==> config.mk <==
export PLATFORM = sky130hd
export DESIGN_NAME = gwlos_ctrl
export DESIGN_NICKNAME = d
export VERILOG_FILES = /design/src/sv/gwlos_pkg.sv /design/src/sv/gwlos_ctrl.sv
export SDC_FILE = /design/constraint.sdc
export NUM_CORES = 1
export LEC_CHECK = 0
export BUFFER_PORTS_ARGS = -buffer_cell sky130_fd_sc_hd__buf_2
export CAP_MARGIN = 30
export CORE_AREA = 2 2 39 41
export CTS_BUF_LIST = sky130_fd_sc_hd__clkbuf_4 sky130_fd_sc_hd__clkbuf_8
export CTS_CLUSTER_DIAMETER = 100
export DETAILED_ROUTE_END_ITERATION = 12
export DIE_AREA = 0 0 41 43
export GPL_ROUTABILITY_DRIVEN = 0
export PLACE_DENSITY = 0.64
export SLEW_MARGIN = 40
export SYNTH_ARGS = -nofsm -noshare
export SYNTH_HDL_FRONTEND = slang
export SYNTH_SLANG_ARGS = --single-unit
==> constraint.sdc <==
create_clock -name clk -period 3.6 [get_ports clk]
set_clock_uncertainty 0.2 [all_clocks]
set_input_delay 0.36 -clock clk [delete_from_list [all_inputs] [get_ports clk]]
set_output_delay 0.36 -clock clk [all_outputs]
set_load 0.1 [all_outputs]
==> src/sv/gwlos_pkg.sv <==
// shared constants, codes and controller/datapath interface structs for the grid
// line-of-sight core; depends on nothing
package gwlos_pkg;

  // map geometry
  localparam int MAP_DIM  = 32;
  localparam int DEPTH    = MAP_DIM * MAP_DIM;
  localparam int ADDR_W   = $clog2(DEPTH);
  localparam int SIZE_W   = $clog2(MAP_DIM + 1);
  localparam int USED_RST = (32 > MAP_DIM) ? MAP_DIM : 32;

  // field widths
  localparam int POS_W      = 5;
  localparam int BITS_W     = 8;
  localparam int OFS_W      = 5;
  localparam int CFG_IDX_W  = 2;
  localparam int CFG_DATA_W = 6;

  // walk arithmetic widths
  localparam int COORD_W = 8;
  localparam int ABS_W   = 5;
  localparam int ERR_W   = 8;
  localparam int STEP_W  = 7;

  // command codes
  localparam logic CMD_WRITE = 1'b0;
  localparam logic CMD_QUERY = 1'b1;

  // register indexes
  localparam logic [CFG_IDX_W-1:0] REG_MAP_WIDTH  = 2'd0;
  localparam logic [CFG_IDX_W-1:0] REG_MAP_HEIGHT = 2'd1;

  // directions
  typedef logic [1:0] dir_t;
  localparam dir_t DIR_N = 2'd0;
  localparam dir_t DIR_E = 2'd1;
  localparam dir_t DIR_S = 2'd2;
  localparam dir_t DIR_W = 2'd3;

  // probe index of the last map read of a step
  localparam logic [1:0] PRB_LAST_EDGE   = 2'd1;
  localparam logic [1:0] PRB_LAST_CORNER = 2'd3;

  typedef enum logic [1:0] {
    KIND_X,
    KIND_Y,
    KIND_CORNER
  } step_kind_t;

  typedef struct packed {
    logic       clr_step;
    logic       wr_cell;
    logic       load_query;
    logic       setup;
    logic       probe_en;
    logic [1:0] probe_idx;
    logic       step_upd;
  } ctl_cmd_t;

  typedef struct packed {
    logic       clr_done;
    logic       zero_off;
    step_kind_t kind;
    logic       blocked;
    logic       walk_done;
  } dp_stat_t;

endpackage

==> src/sv/gwlos_ctrl.sv <==
// controller of the grid line-of-sight core: clear sweep, command decode and
// walk sequencing; depends on gwlos_pkg
module gwlos_ctrl (
  input  logic                clk,
  input  logic                rst_n,
  input  logic                start,
  input  logic                in_cmd,
  output logic                busy,
  output logic                out_valid,
  output logic                out_visible,
  output gwlos_pkg::ctl_cmd_t cmd,
  input  gwlos_pkg::dp_stat_t stat
);
  import gwlos_pkg::*;

  typedef enum logic [2:0] {
    ST_CLEAR,
    ST_IDLE,
    ST_SETUP,
    ST_PROBE,
    ST_CHECK
  } state_t;

  state_t     state_r, state_nxt;
  logic [1:0] prb_r, prb_nxt;
  logic       out_valid_r, out_valid_nxt;
  logic       out_visible_r, out_visible_nxt;
  logic [1:0] prb_last;

  assign prb_last = (stat.kind == KIND_CORNER) ? PRB_LAST_CORNER : PRB_LAST_EDGE;

  always_comb begin
    state_nxt       = state_r;
    prb_nxt         = prb_r;
    out_valid_nxt   = 1'b0;
    out_visible_nxt = out_visible_r;
    cmd             = '0;
    cmd.probe_idx   = prb_r;
    case (state_r)
      ST_CLEAR: begin
        cmd.clr_step = 1'b1;
        if (stat.clr_done) begin
          state_nxt = ST_IDLE;
        end
      end
      ST_IDLE: begin
        if (start) begin
          if (in_cmd == CMD_QUERY) begin
            cmd.load_query = 1'b1;
            state_nxt      = ST_SETUP;
          end else begin
            cmd.wr_cell = 1'b1;
          end
        end
      end
      ST_SETUP: begin
        cmd.setup = 1'b1;
        prb_nxt   = 2'd0;
        if (stat.zero_off) begin
          out_valid_nxt   = 1'b1;
          out_visible_nxt = 1'b1;
          state_nxt       = ST_IDLE;
        end else begin
          state_nxt = ST_PROBE;
        end
      end
      ST_PROBE: begin
        cmd.probe_en = 1'b1;
        if (prb_r == prb_last) begin
          cmd.step_upd = 1'b1;
          state_nxt    = ST_CHECK;
        end else begin
          prb_nxt = prb_r + 2'd1;
        end
      end
      ST_CHECK: begin
        prb_nxt = 2'd0;
        if (stat.blocked || stat.walk_done) begin
          out_valid_nxt   = 1'b1;
          out_visible_nxt = !stat.blocked;
          state_nxt       = ST_IDLE;
        end else begin
          state_nxt = ST_PROBE;
        end
      end
      default: begin
        state_nxt = ST_IDLE;
      end
    endcase
  end

  always_ff @(posedge clk) begin
    if (!rst_n) begin
      state_r       <= ST_CLEAR;
      prb_r         <= 2'd0;
      out_valid_r   <= 1'b0;
      out_visible_r <= 1'b0;
    end else begin
      state_r       <= state_nxt;
      prb_r         <= prb_nxt;
      out_valid_r   <= out_valid_nxt;
      out_visible_r <= out_visible_nxt;
    end
  end

  assign busy        = (state_r != ST_IDLE);
  assign out_valid   = out_valid_r;
  assign out_visible = out_visible_r;

endmodule
==> results of run 1 <==
-- synth_stat cells --
library cell and instances:
a21oi_1 3, nor3_1 4, xnor2_1 1, a32o_1 1, a31oi_1 1, nand2b_1 3, nand2_1 6, or3_1 1
o221a_1 1, nand3_1 3, o21ai_1 1, nor2_1 6, nor2b_1 1, o21bai_1 1, nor2b_2 1, and3_1 1
o41ai_1 1, and2_1 2, inv_1 1, nand4_1 1, dfxtp_1 7, nor3b_1 1, clkbuf_1 1
-- worst paths after layout --
check | start | endpoint | slack [ns] | cells after the start
max | state_r[1]$_SDFFE_PN0P_ | cmd[0] | 1.32 | 4
min | rst_n | state_r[2]$_SDFFE_PN0P_ | 0.18 | 3
max reg2reg | state_r[1]$_SDFFE_PN0P_ | state_r[1]$_SDFFE_PN0P_ | 2.07 | 4
min reg2reg | out_visible$_SDFFE_PN0P_ | out_visible$_SDFFE_PN0P_ | 0.32 | 1
-- kinds of logic (layout without fill, tap and decap cells) --
| group | count (synthesis) | in the layout | synth area share (%) |
|---|---|---|---|
| compound gates | 9 | 9 | 17.1 |
| buf+inv | 2 | 25 | 2.01 |
| simple gates | 30 | 30 | 40.9 |
| flops | 7 | 7 | 37.6 |
| xor+xnor | 1 | 1 | 2.35 |
-- critical path, cell delays in order (launching register included) --
cell and delay [ns]:
dfxtp_1 0.39, nor2b_2 0.27, and2_1 0.21, and3_1 0.18, buf_2 0.42
-- per-stage QoR --
stage          setup slack, ns  instances  cell area [µm²]
3_5_place_dp              1.58         84              494
5_1_grt                   1.22         88              524
3_3_place_gp              1.58         84              494
6_report                  1.32         88              524
4_1_cts                   1.32         88              524
2_1_floorplan            0.274         49              378
-- layout by cell type (no fill, tap or decap) --
cell type and count:
xnor2_1 1, nor3_1 4, nand3_1 3, nand2b_1 3, o41ai_1 1, and3_1 1, nand2_1 6, o221a_1 1
a21oi_1 3, clkbuf_4 4, nor3b_2 1, o21bai_1 1, nor2b_1 1, o21ai_1 1, nand4_1 1, dfxtp_1 7
and2_1 2, a31oi_1 1, inv_1 1, nor2_1 6, or3_1 1, a32o_1 1, nor2b_2 1, buf_2 20
-- power groups by stage --
stage | Combinational (µW) | Clock [µW] | Sequential [µW]
2_1_floorplan | 58.8 | 0 | 99.2
3_3_place_gp | 85.2 | 0 | 89.0
3_5_place_dp | 85.1 | 0 | 89.5
4_1_cts | 85.3 | 82.3 | 87.6
5_1_grt | 89.6 | 87.8 | 88.5
6_report | 85.2 | 77.7 | 87.8
-- layer usage --
layer / vias up / global-route usage [%] / routed length (µm)
li1: 224 / - / -
met1: 175 / 12.3 / 427
met2: 20 / 15.6 / 378
met3: 2 / 3.14 / 71
met4: 0 / 16.0 / 19
met5: - / 0 / 0
-- state kept, by name (all words and copies together), names as in the netlist --
register and flops:
state_r 3, prb_r 2, out_valid 1, out_visible 1
-- cell type report --
type	count	share of cell area, %
inverter	1	0.716
tap	16	3.82
clock buffer	4	5.73
multi-input combinational	40	43.9
sequential	7	26.7
timing repair buffer	20	19.1
==> results by group, run 1 <==
Final layout
  – Antenna Cells: 0
  – Share of layout cells above drive strength 1: 36.1%
  – Util after Layout: 37.9%
  – Fill cells: 153
  – P&R area growth vs syn: 40.6%
  – Final #Nets: 83
  – Register cell area after layout: 140 µm²
  – Area of the multi-input gates: 230 µm²

Pwr
  – Flop pwr share: 35.0%
  – VDD IR max: 0.169 mV
  – Cell area power density: 478 nW/µm²
  – P_int: 149 µW
  – Reported net switching power: 102 µW
  – Comb power frac: 34.0%
  – Sw Ratio: 40.6%
  – Clock network fraction of design power: between 30% and 40%
  – Pleak: 0.000243 µW
  – Total chip power: between 200 and 300 µW

Floorplanning
  – Core ar.: 1380 µm²
  – DIE AREA: 1760 µm²
  – Die height: 43 µm
  – Rows: 14
  – Die X-Extent: just over 40 µm
  – Starting Density: a little over a quarter
  – Top-Level Pins: 21

Setup path
  – WS Path Type: reg2out
  – Data arrival, critical path: roughly 1.7 ns
  – CP Data Required Time: 3.04 ns
  – Setup crit end kind: output pin
  – Type of origin of the critical path: flip-flop
  – CP Max Fanout: 6

Global route
  – First-pass GRT wire length: 1330 µm
  – GRT overflow: 0
  – Gr usage total: 11.9%
  – Largest net degree at the start of global routing: 13
  – Initial antenna violation count: 0
  – Vias in the first global route: 352

STA
  – RSZ-0062 raised after global routing: no
  – Least-Margin Pin Slew: 0.488 ns
  – Final worst-path cycle share: 63.5%
  – Worst hold slack: 0.184 ns
  – Relative slew slack: 67.7%
  – Setup TNS: 0 ns
  – Setup-failing EPs final: 0
  – Fmax: 0.438 GHz
  – Crit path time final: between 2 and 2.5 ns
  – Count of final hold-check violations: 0
  – Final Max Slew Viols: 0

Clocking
  – Num CTS Buffers: 3
  – Setup bufs post-CTS: 0
  – Max Root-Sink Buffers: 2
  – Cts hold-fix bufs: 0
  – Clock latency on the worst-skew pair: between 0.2 and 0.3 ns
  – H-tree lvl count: 1
  – CTS clk-pin slew, worst paths: 0.05 ns
  – Root buffer cell: clkbuf_4
  – Post-CTS sizing: 0
  – CTS sink count: 7
  – CTS tree: yes

Drt
  – Vias: about 420
  – Via-to-Cell Ratio: 4.78
  – DR WL/cell: approximately 10 µm
  – DRC viols: 0
  – Final wirelength: ~900 µm
  – DRT iter0 DRCs: 11
  – First-pass DRT Iterations: 4
  – Antenna Nets Post-Route: 0

Run
  – Max-cap violation count: 0

Yosys
  – Synth area leader: dfxtp_1
  – Gate count of the mapped netlist: 49
  – Cell Area, Synth: 373 µm²
  – Syn Nets: 59
  – Syn Area/Cell: 7.61 µm²
  – Ys Warns: 0
  – Share of Yosys cell area claimed by the top area cell type: 37.6%
  – Post-synthesis sequential area ratio: 37.6%
  – Flip-flop and latch count after synthesis: 7
  – Count of cell types in the netlist: 23
  – Ranking of synthesized cells by area: dfxtp_1, nand2_1, nor2_1, nor3_1, nand2b_1

Placement
  – Detail Placement HPWL: about 700 µm
  – IO buf count: 20

Min path
  – Hold/Removal Path Class: in2reg

Run status
  – Status: complete, no violations
No activity file was read; power rests on OpenSTA's default activity.
==> inputs of run 2 (changes only) <==
--- a/config.mk
+++ b/config.mk
@@ -13,7 +13,7 @@
 export DETAILED_ROUTE_END_ITERATION = 12
 export DIE_AREA = 0 0 41 43
 export GPL_ROUTABILITY_DRIVEN = 0
-export PLACE_DENSITY = 0.64
+export PLACE_DENSITY = 0.66
 export SLEW_MARGIN = 40
 export SYNTH_ARGS = -nofsm -noshare
 export SYNTH_HDL_FRONTEND = slang
==> constraint.sdc (replaced) <==
create_clock -name clk -period 2.1 [get_ports clk]
set_clock_uncertainty 0.2 [all_clocks]
set_input_delay 0.21 -clock clk [delete_from_list [all_inputs] [get_ports clk]]
set_output_delay 0.21 -clock clk [all_outputs]
set_load 0.1 [all_outputs]
==> run 2 against run 1 <==
Total power rose by 80%. Combinational power grew 92%. Critical path depth down 1. Non-clock buffer count increased by 1. Sequential power up 70%. Final area grew 13%. First-iteration DRC count is 64% lower. Clock power increased by 78%. Sequential share of layout area decreased by 2.8 points. Final cell count increased by 1.1%. Die area unchanged. Worst hold slack got worse by 0.16 ns. Largest power group is now combinational logic.
==> results by group, run 2 (synthesis results as in run 1) <==
STA
  – RSZ-0062 raised after global routing: no
  – Relative slew slack: 67.6% (-0.071 points)
  – Final worst slack: 0.0815 ns (-1.23 ns)
  – Final Max Slew Viols: 0 (unchanged)
  – Fmax: between 0.4 and 0.5 GHz
  – Least-Margin Pin Slew: 0.489 ns (+0.00107 ns)
  – Final worst-path cycle share: 96.1%
  – Setup-failing EPs final: 0 (unchanged)
  – Crit path time final: 2.02 ns
  – Count of final hold-check violations: 0 (unchanged)
  – Setup TNS: 0 ns (unchanged)

Final layout
  – Util after Layout: 42.8% (+4.9 points)
  – Most common cell after layout, fill and taps aside: buf_2
  – Share of layout cells above drive strength 1: 46.6% (+10 points)
  – Most flop-heavy register: state_r
  – Post-route cell area: 592 µm² (+13%)
  – Antenna Cells: 0 (unchanged)
  – Commonest non-fill, non-tap cells in the layout: buf_2, dfxtp_1, nand2_1, clkbuf_4, nor2_1
  – Max FFs per register: 3 (unchanged)
  – Leading registers by flop count: state_r (3), prb_r (2)
  – P&R area growth vs syn: 58.7%
  – Final #Nets: 84 (+1.2%)

Pwr
  – Cell area power density: 763 nW/µm² (+60%)
  – Total chip power: 452 µW (+80%)
  – VDD IR max: 0.269 mV (+59%)
  – Pleak: 0.000258 µW (+6.5%)

Drt
  – DRT iter0 DRCs: 4 (-7)
  – DRC viols: 0 (unchanged)
  – Vias: 422 (+0.24%)
  – Final wirelength: 940 µm (+4.9%)
  – Via-to-Cell Ratio: 4.74 (-0.89%)
  – DR WL/cell: 10.6 µm (+3.7%)
  – Antenna Nets Post-Route: 0 (unchanged)
  – First-pass DRT Iterations: 4 (unchanged)

Global route
  – Initial antenna violation count: 0 (unchanged)
  – First-pass GRT wire length: 1380 µm (+3.7%)
  – GRT overflow: 0 (unchanged)
  – Largest net degree at the start of global routing: 11 (-2)
  – Gr usage total: 13.1% (+1.2 points)
  – Vias in the first global route: 340 (-3.4%)

Placement
  – Placement Cell Area: 559 µm² (+13%)
  – Dpl ws: 0.361 ns (-1.22 ns)
  – IO buf count: 20 (unchanged)
  – Detail Placement HPWL: 713 µm (+2.6%)

Clocking
  – Setup bufs post-CTS: 0 (unchanged)
  – Post-CTS sizing: 0 (unchanged)
  – Max Root-Sink Buffers: 2 (unchanged)
  – Clock latency on the worst-skew pair: 0.26 ns (about the same)
  – CTS sink count: 7 (unchanged)
  – H-tree lvl count: 1 (unchanged)
  – Num CTS Buffers: 3 (unchanged)
  – CTS tree: yes
  – Root buffer cell: clkbuf_4
  – Cts hold-fix bufs: 0 (unchanged)
  – CTS clk-pin slew, worst paths: 0.05 ns (about the same)

Floorplanning
  – DIE AREA: 1760 µm² (unchanged)
  – Core ar.: 1380 µm² (unchanged)
  – Starting Density: 26.9% (unchanged)
  – Die X-Extent: 41 µm (unchanged)
  – Die height: 43 µm (unchanged)
  – Top-Level Pins: 21 (unchanged)
  – Rows: 14 (unchanged)

Setup path
  – Crit-path leading delay family: simple AND/OR/NAND/NOR gates
  – CP Max Fanout: 6 (unchanged)
  – Type of origin of the critical path: flip-flop
  – Setup crit end kind: output pin
  – Slowest CP cell: dfxtp_1
  – WS Path Type: reg2out
  – WP buf/inv: 1 (unchanged)
  – CP Data Required Time: 1.69 ns (-1.35 ns)
  – Data arrival, critical path: 1.61 ns (-0.11 ns)
  – Crit path cell chain: nor2b_2, and2_2, buf_2
  – CP max stage delay: 0.43 ns (about the same)

Run status
  – Status: complete, no violations

Run
  – Max-cap violation count: 0 (unchanged)

Min path
  – Hold/Removal Path Class: in2reg
run 2: worst paths after layout:
| check | startpoint | end | slack (ns) | cells past startpoint |
|---|---|---|---|---|
| min | rst_n | prb_r[1]$_SDFFE_PN0P_ | 0.02 | 3 |
| min reg2reg | prb_r[1]$_SDFFE_PN0P_ | prb_r[1]$_SDFFE_PN0P_ | 0.29 | 2 |
| max reg2reg | state_r[1]$_SDFFE_PN0P_ | state_r[1]$_SDFFE_PN0P_ | 0.50 | 4 |
| max | state_r[1]$_SDFFE_PN0P_ | cmd[3] | 0.08 | 3 |
run 2: layer usage:
| layer | track usage (%) | vias to the layer above | share of wire [%] |
|---|---|---|---|
| met2 | 16.3 | 17 | 41 |
| met3 | 4.71 | 4 | 8.3 |
| met4 | 18.0 | 0 | 5.2 |
| met5 | 0 | - | 0 |
| met1 | 13.5 | 177 | 46 |
| li1 | - | 224 | - |
run 2: cell type report:
cell class / instances / area [µm²]
clock buffer: 4 / 30.0
tap: 16 / 20.0
fill: 145 / 792
sequential: 7 / 141
timing repair buffer: 21 / 125
inverter: 1 / 3.75
multi-input combinational: 40 / 272
run 2: tightest hold or removal path, cell delays in order:
cell	delay, ns
buf_2	0.14
inv_1	0.06
a31oi_1	0.03
run 2: per-stage QoR:
step,cells,hold slack [ns]
2_1_floorplan,49,0.112
3_3_place_gp,85,0.289
3_5_place_dp,85,0.288
4_1_cts,89,0.00980
5_1_grt,89,0.0203
6_report,89,0.0209
run 2: where the power goes:
| part | switching, µW | internal, µW | total (µW) | leakage (µW) |
|---|---|---|---|---|
| combinational | 126 | 38.8 | 164 | 0.000183 |
| sequential | 8.73 | 140 | 149 | 0.0000575 |
| clock | 52.9 | 85.6 | 138 | 0.0000184 |
| total | 187 | 264 | 452 | 0.000258 |
==> inputs of run 3 (changes only) <==
--- a/config.mk
+++ b/config.mk
@@ -8,12 +8,12 @@
 export BUFFER_PORTS_ARGS = -buffer_cell sky130_fd_sc_hd__buf_2
 export CAP_MARGIN = 30
 export CORE_AREA = 2 2 39 41
-export CTS_BUF_LIST = sky130_fd_sc_hd__clkbuf_4 sky130_fd_sc_hd__clkbuf_8
+export CTS_BUF_LIST = sky130_fd_sc_hd__clkbuf_2 sky130_fd_sc_hd__clkbuf_4 sky130_fd_sc_hd__clkbuf_8
 export CTS_CLUSTER_DIAMETER = 100
 export DETAILED_ROUTE_END_ITERATION = 12
 export DIE_AREA = 0 0 41 43
 export GPL_ROUTABILITY_DRIVEN = 0
-export PLACE_DENSITY = 0.66
+export REMOVE_ABC_BUFFERS = 1
 export SLEW_MARGIN = 40
 export SYNTH_ARGS = -nofsm -noshare
 export SYNTH_HDL_FRONTEND = slang
==> run 3 against run 2 <==
Utilization shrank 3.8 points. Die area did not move. Sequential power about the same. Largest cell class unchanged. Sequential share of layout area up 2.1 points. Clock power is essentially flat. Final area is 8.9% lower. Critical path depth is the same. Non-clock buffer count is 1 lower. Register-to-register slack improved by 0.07 ns. Critical path type unchanged. Flip-flop and latch count unchanged. Routed wire length down 3.0%. Setup slack better by 0.029 ns.
==> results by group, run 3 (synthesis results as in run 1) <==
Clocking
  – Clock latency on the worst-skew pair: 0.26 ns (about the same)
  – Num CTS Buffers: 3 (unchanged)
  – Post-CTS sizing: 0 (unchanged)
  – Root buffer cell: clkbuf_4
  – Max Root-Sink Buffers: 2 (unchanged)
  – Cts hold-fix bufs: 0 (unchanged)
  – CTS sink count: 7 (unchanged)
  – CTS tree: yes
  – H-tree lvl count: 1 (unchanged)
  – Setup bufs post-CTS: 0 (unchanged)
  – CTS clk-pin slew, worst paths: 0.06 ns (about the same)

Setup path
  – R2R Setup Slk: 0.57 ns (+0.07 ns)
  – Setup crit end kind: output pin
  – Critical path depth in cells: 3 (unchanged)
  – Type of origin of the critical path: flip-flop
  – Reg2reg start: state_r[1]$_SDFFE_PN0P_
  – Cells on worst reg2reg path: 4 (unchanged)
  – CP Data Required Time: 1.69 ns (about the same)
  – Crit-path leading delay family: simple AND/OR/NAND/NOR gates
  – Data arrival, critical path: 1.58 ns (-0.03 ns)
  – CP max stage delay: 0.44 ns (about the same)
  – Crit path cell chain: nor2b_2, and2_1, buf_2
  – CP Max Fanout: 6 (unchanged)
  – Slowest CP cell: buf_2
  – WS Path Type: reg2out
  – FF-to-FF End: state_r[1]$_SDFFE_PN0P_
  – WP buf/inv: 1 (unchanged)

Placement
  – Inst Count DP: 84 (-1.2%)
  – Detail Placement HPWL: 708 µm (-0.70%)
  – IO buf count: 20 (unchanged)

Drt
  – Max Used Layer: met4
  – DRC viols: 0 (unchanged)
  – Vias: 423 (+0.24%)
  – Final wirelength: 912 µm (-3.0%)
  – WL met2: 381 µm (-0.26%)
  – Via-to-Cell Ratio: 4.81 (+1.4%)
  – DR WL/cell: 10.4 µm (-1.9%)
  – Metal-1 WL: 428 µm (-0.47%)
  – First-pass DRT Iterations: 4 (unchanged)
  – Antenna Nets Post-Route: 0 (unchanged)
  – Routed met3 length: 72 µm (-7.7%)
  – DRT iter0 DRCs: 4 (unchanged)

STA
  – Crit path time final: 1.99 ns (-0.0289 ns)
  – Relative slew slack: 67.9% (+0.28 points)
  – Final Max Slew Viols: 0 (unchanged)
  – Setup-failing EPs final: 0 (unchanged)
  – Least-Margin Pin Slew: 0.485 ns (-0.00420 ns)
  – Worst hold slack: 0.0309 ns (+0.0100 ns)
  – Fmax: 0.503 GHz (+1.5%)
  – Final worst-path cycle share: 94.7% (-1.4 points)
  – RSZ-0062 raised after global routing: no
  – Count of final hold-check violations: 0 (unchanged)

Global route
  – Initial antenna violation count: 0 (unchanged)
  – Largest net degree at the start of global routing: 13 (+2)
  – Gr usage total: 11.5% (-1.5 points)
  – GRT overflow: 0 (unchanged)
  – Vias in the first global route: 333 (-2.1%)
  – First-pass GRT wire length: 1340 µm (-3.0%)

Pwr
  – Cell area power density: 806 nW/µm² (+5.6%)
  – VDD IR max: 0.215 mV (-20%)
  – Pleak: 0.000243 µW (-6.1%)

Final layout
  – Fill cells: 150 (+3.4%)
  – Antenna Cells: 0 (unchanged)
  – Final #Nets: 83 (-1.2%)
  – Max FFs per register: 3 (unchanged)
  – Commonest non-fill, non-tap cells in the layout: buf_2, dfxtp_1, nor2_1, nand2_1, clkbuf_4
  – Final non-filler cell total: 88 (-1.1%)
  – P&R area growth vs syn: 44.6%
  – Leading registers by flop count: state_r (3), prb_r (2)
  – Most common cell after layout, fill and taps aside: buf_2
  – Share of layout cells above drive strength 1: 34.7% (-12 points)
  – Most flop-heavy register: state_r

Floorplanning
  – Core ar.: 1380 µm² (unchanged)
  – Starting Density: 26.9% (unchanged)
  – Die height: 43 µm (unchanged)
  – Die X-Extent: 41 µm (unchanged)
  – DIE AREA: 1760 µm² (unchanged)
  – Top-Level Pins: 21 (unchanged)
  – Rows: 14 (unchanged)

Min path
  – Worst Hold End: prb_r[1]$_SDFFE_PN0P_
  – Worst Hold Path Cells: 3 (unchanged)
  – Hold/Removal Path Class: in2reg
  – Hold path startpoint: rst_n

Run status
  – Status: complete, no violations

Run
  – Max-cap violation count: 0 (unchanged)
[run 3: cell type report]
cell class / count / area (µm²) / area share (%)
Clock buffer: 4 / 30.0 / 5.57
Multi-Input combinational cell: 40 / 225 / 41.8
Sequential cell: 7 / 140 / 26.0
Timing Repair Buffer: 20 / 120 / 22.3
Inverter: 1 / 3.75 / 0.696
Tap cell: 16 / 20.0 / 3.71
[run 3: worst max path at each step]
stage                             from     end  slack, ns
3_5_place_dp   state_r[0]$_SDFFE_PN0P_  cmd[6]       0.38
3_3_place_gp   state_r[1]$_SDFFE_PN0P_  cmd[0]       0.39
6_report       state_r[1]$_SDFFE_PN0P_  cmd[3]       0.11
5_1_grt        state_r[1]$_SDFFE_PN0P_  cmd[0]       0.01
2_1_floorplan  state_r[0]$_SDFFE_PN0P_  cmd[6]      -1.82
4_1_cts        state_r[0]$_SDFFE_PN0P_  cmd[6]       0.08
[run 3: through the flow]
stage | utilization [%] | total power [µW] | TNS [ns] | instance area (µm²) | setup WS [ns]
global route | 39.0 | 462 | 0 | 539 | 0.0123
CTS | 38.6 | 443 | 0 | 534 | 0.0779
detailed placement | 36.4 | 298 | 0 | 504 | 0.382
finish | 39.0 | 435 | 0 | 539 | 0.110
global placement | 36.4 | 297 | 0 | 504 | 0.395
floorplan | - | 269 | -5.35 | 369 | -1.82
[run 3: worst min-delay path, delay by kind of cell]
family	cells	cell delay, ns
buffers and inverters	2	0.20
AO/OA/AOI/OAI	1	0.03
[run 3: where the power goes]
part	switching, µW	total [µW]	internal (µW)
Clock	53.3	139	85.7
Sequential	10.6	150	140
Combinational	115	145	30.6
[run 3: layer usage]
| layer | up-vias | GRT usage, % |
|---|---|---|
| met5 | - | 0 |
| met4 | 0 | 10.0 |
| met3 | 3 | 3.14 |
| met2 | 17 | 15.6 |
| met1 | 182 | 14.1 |
| li1 | 221 | - |
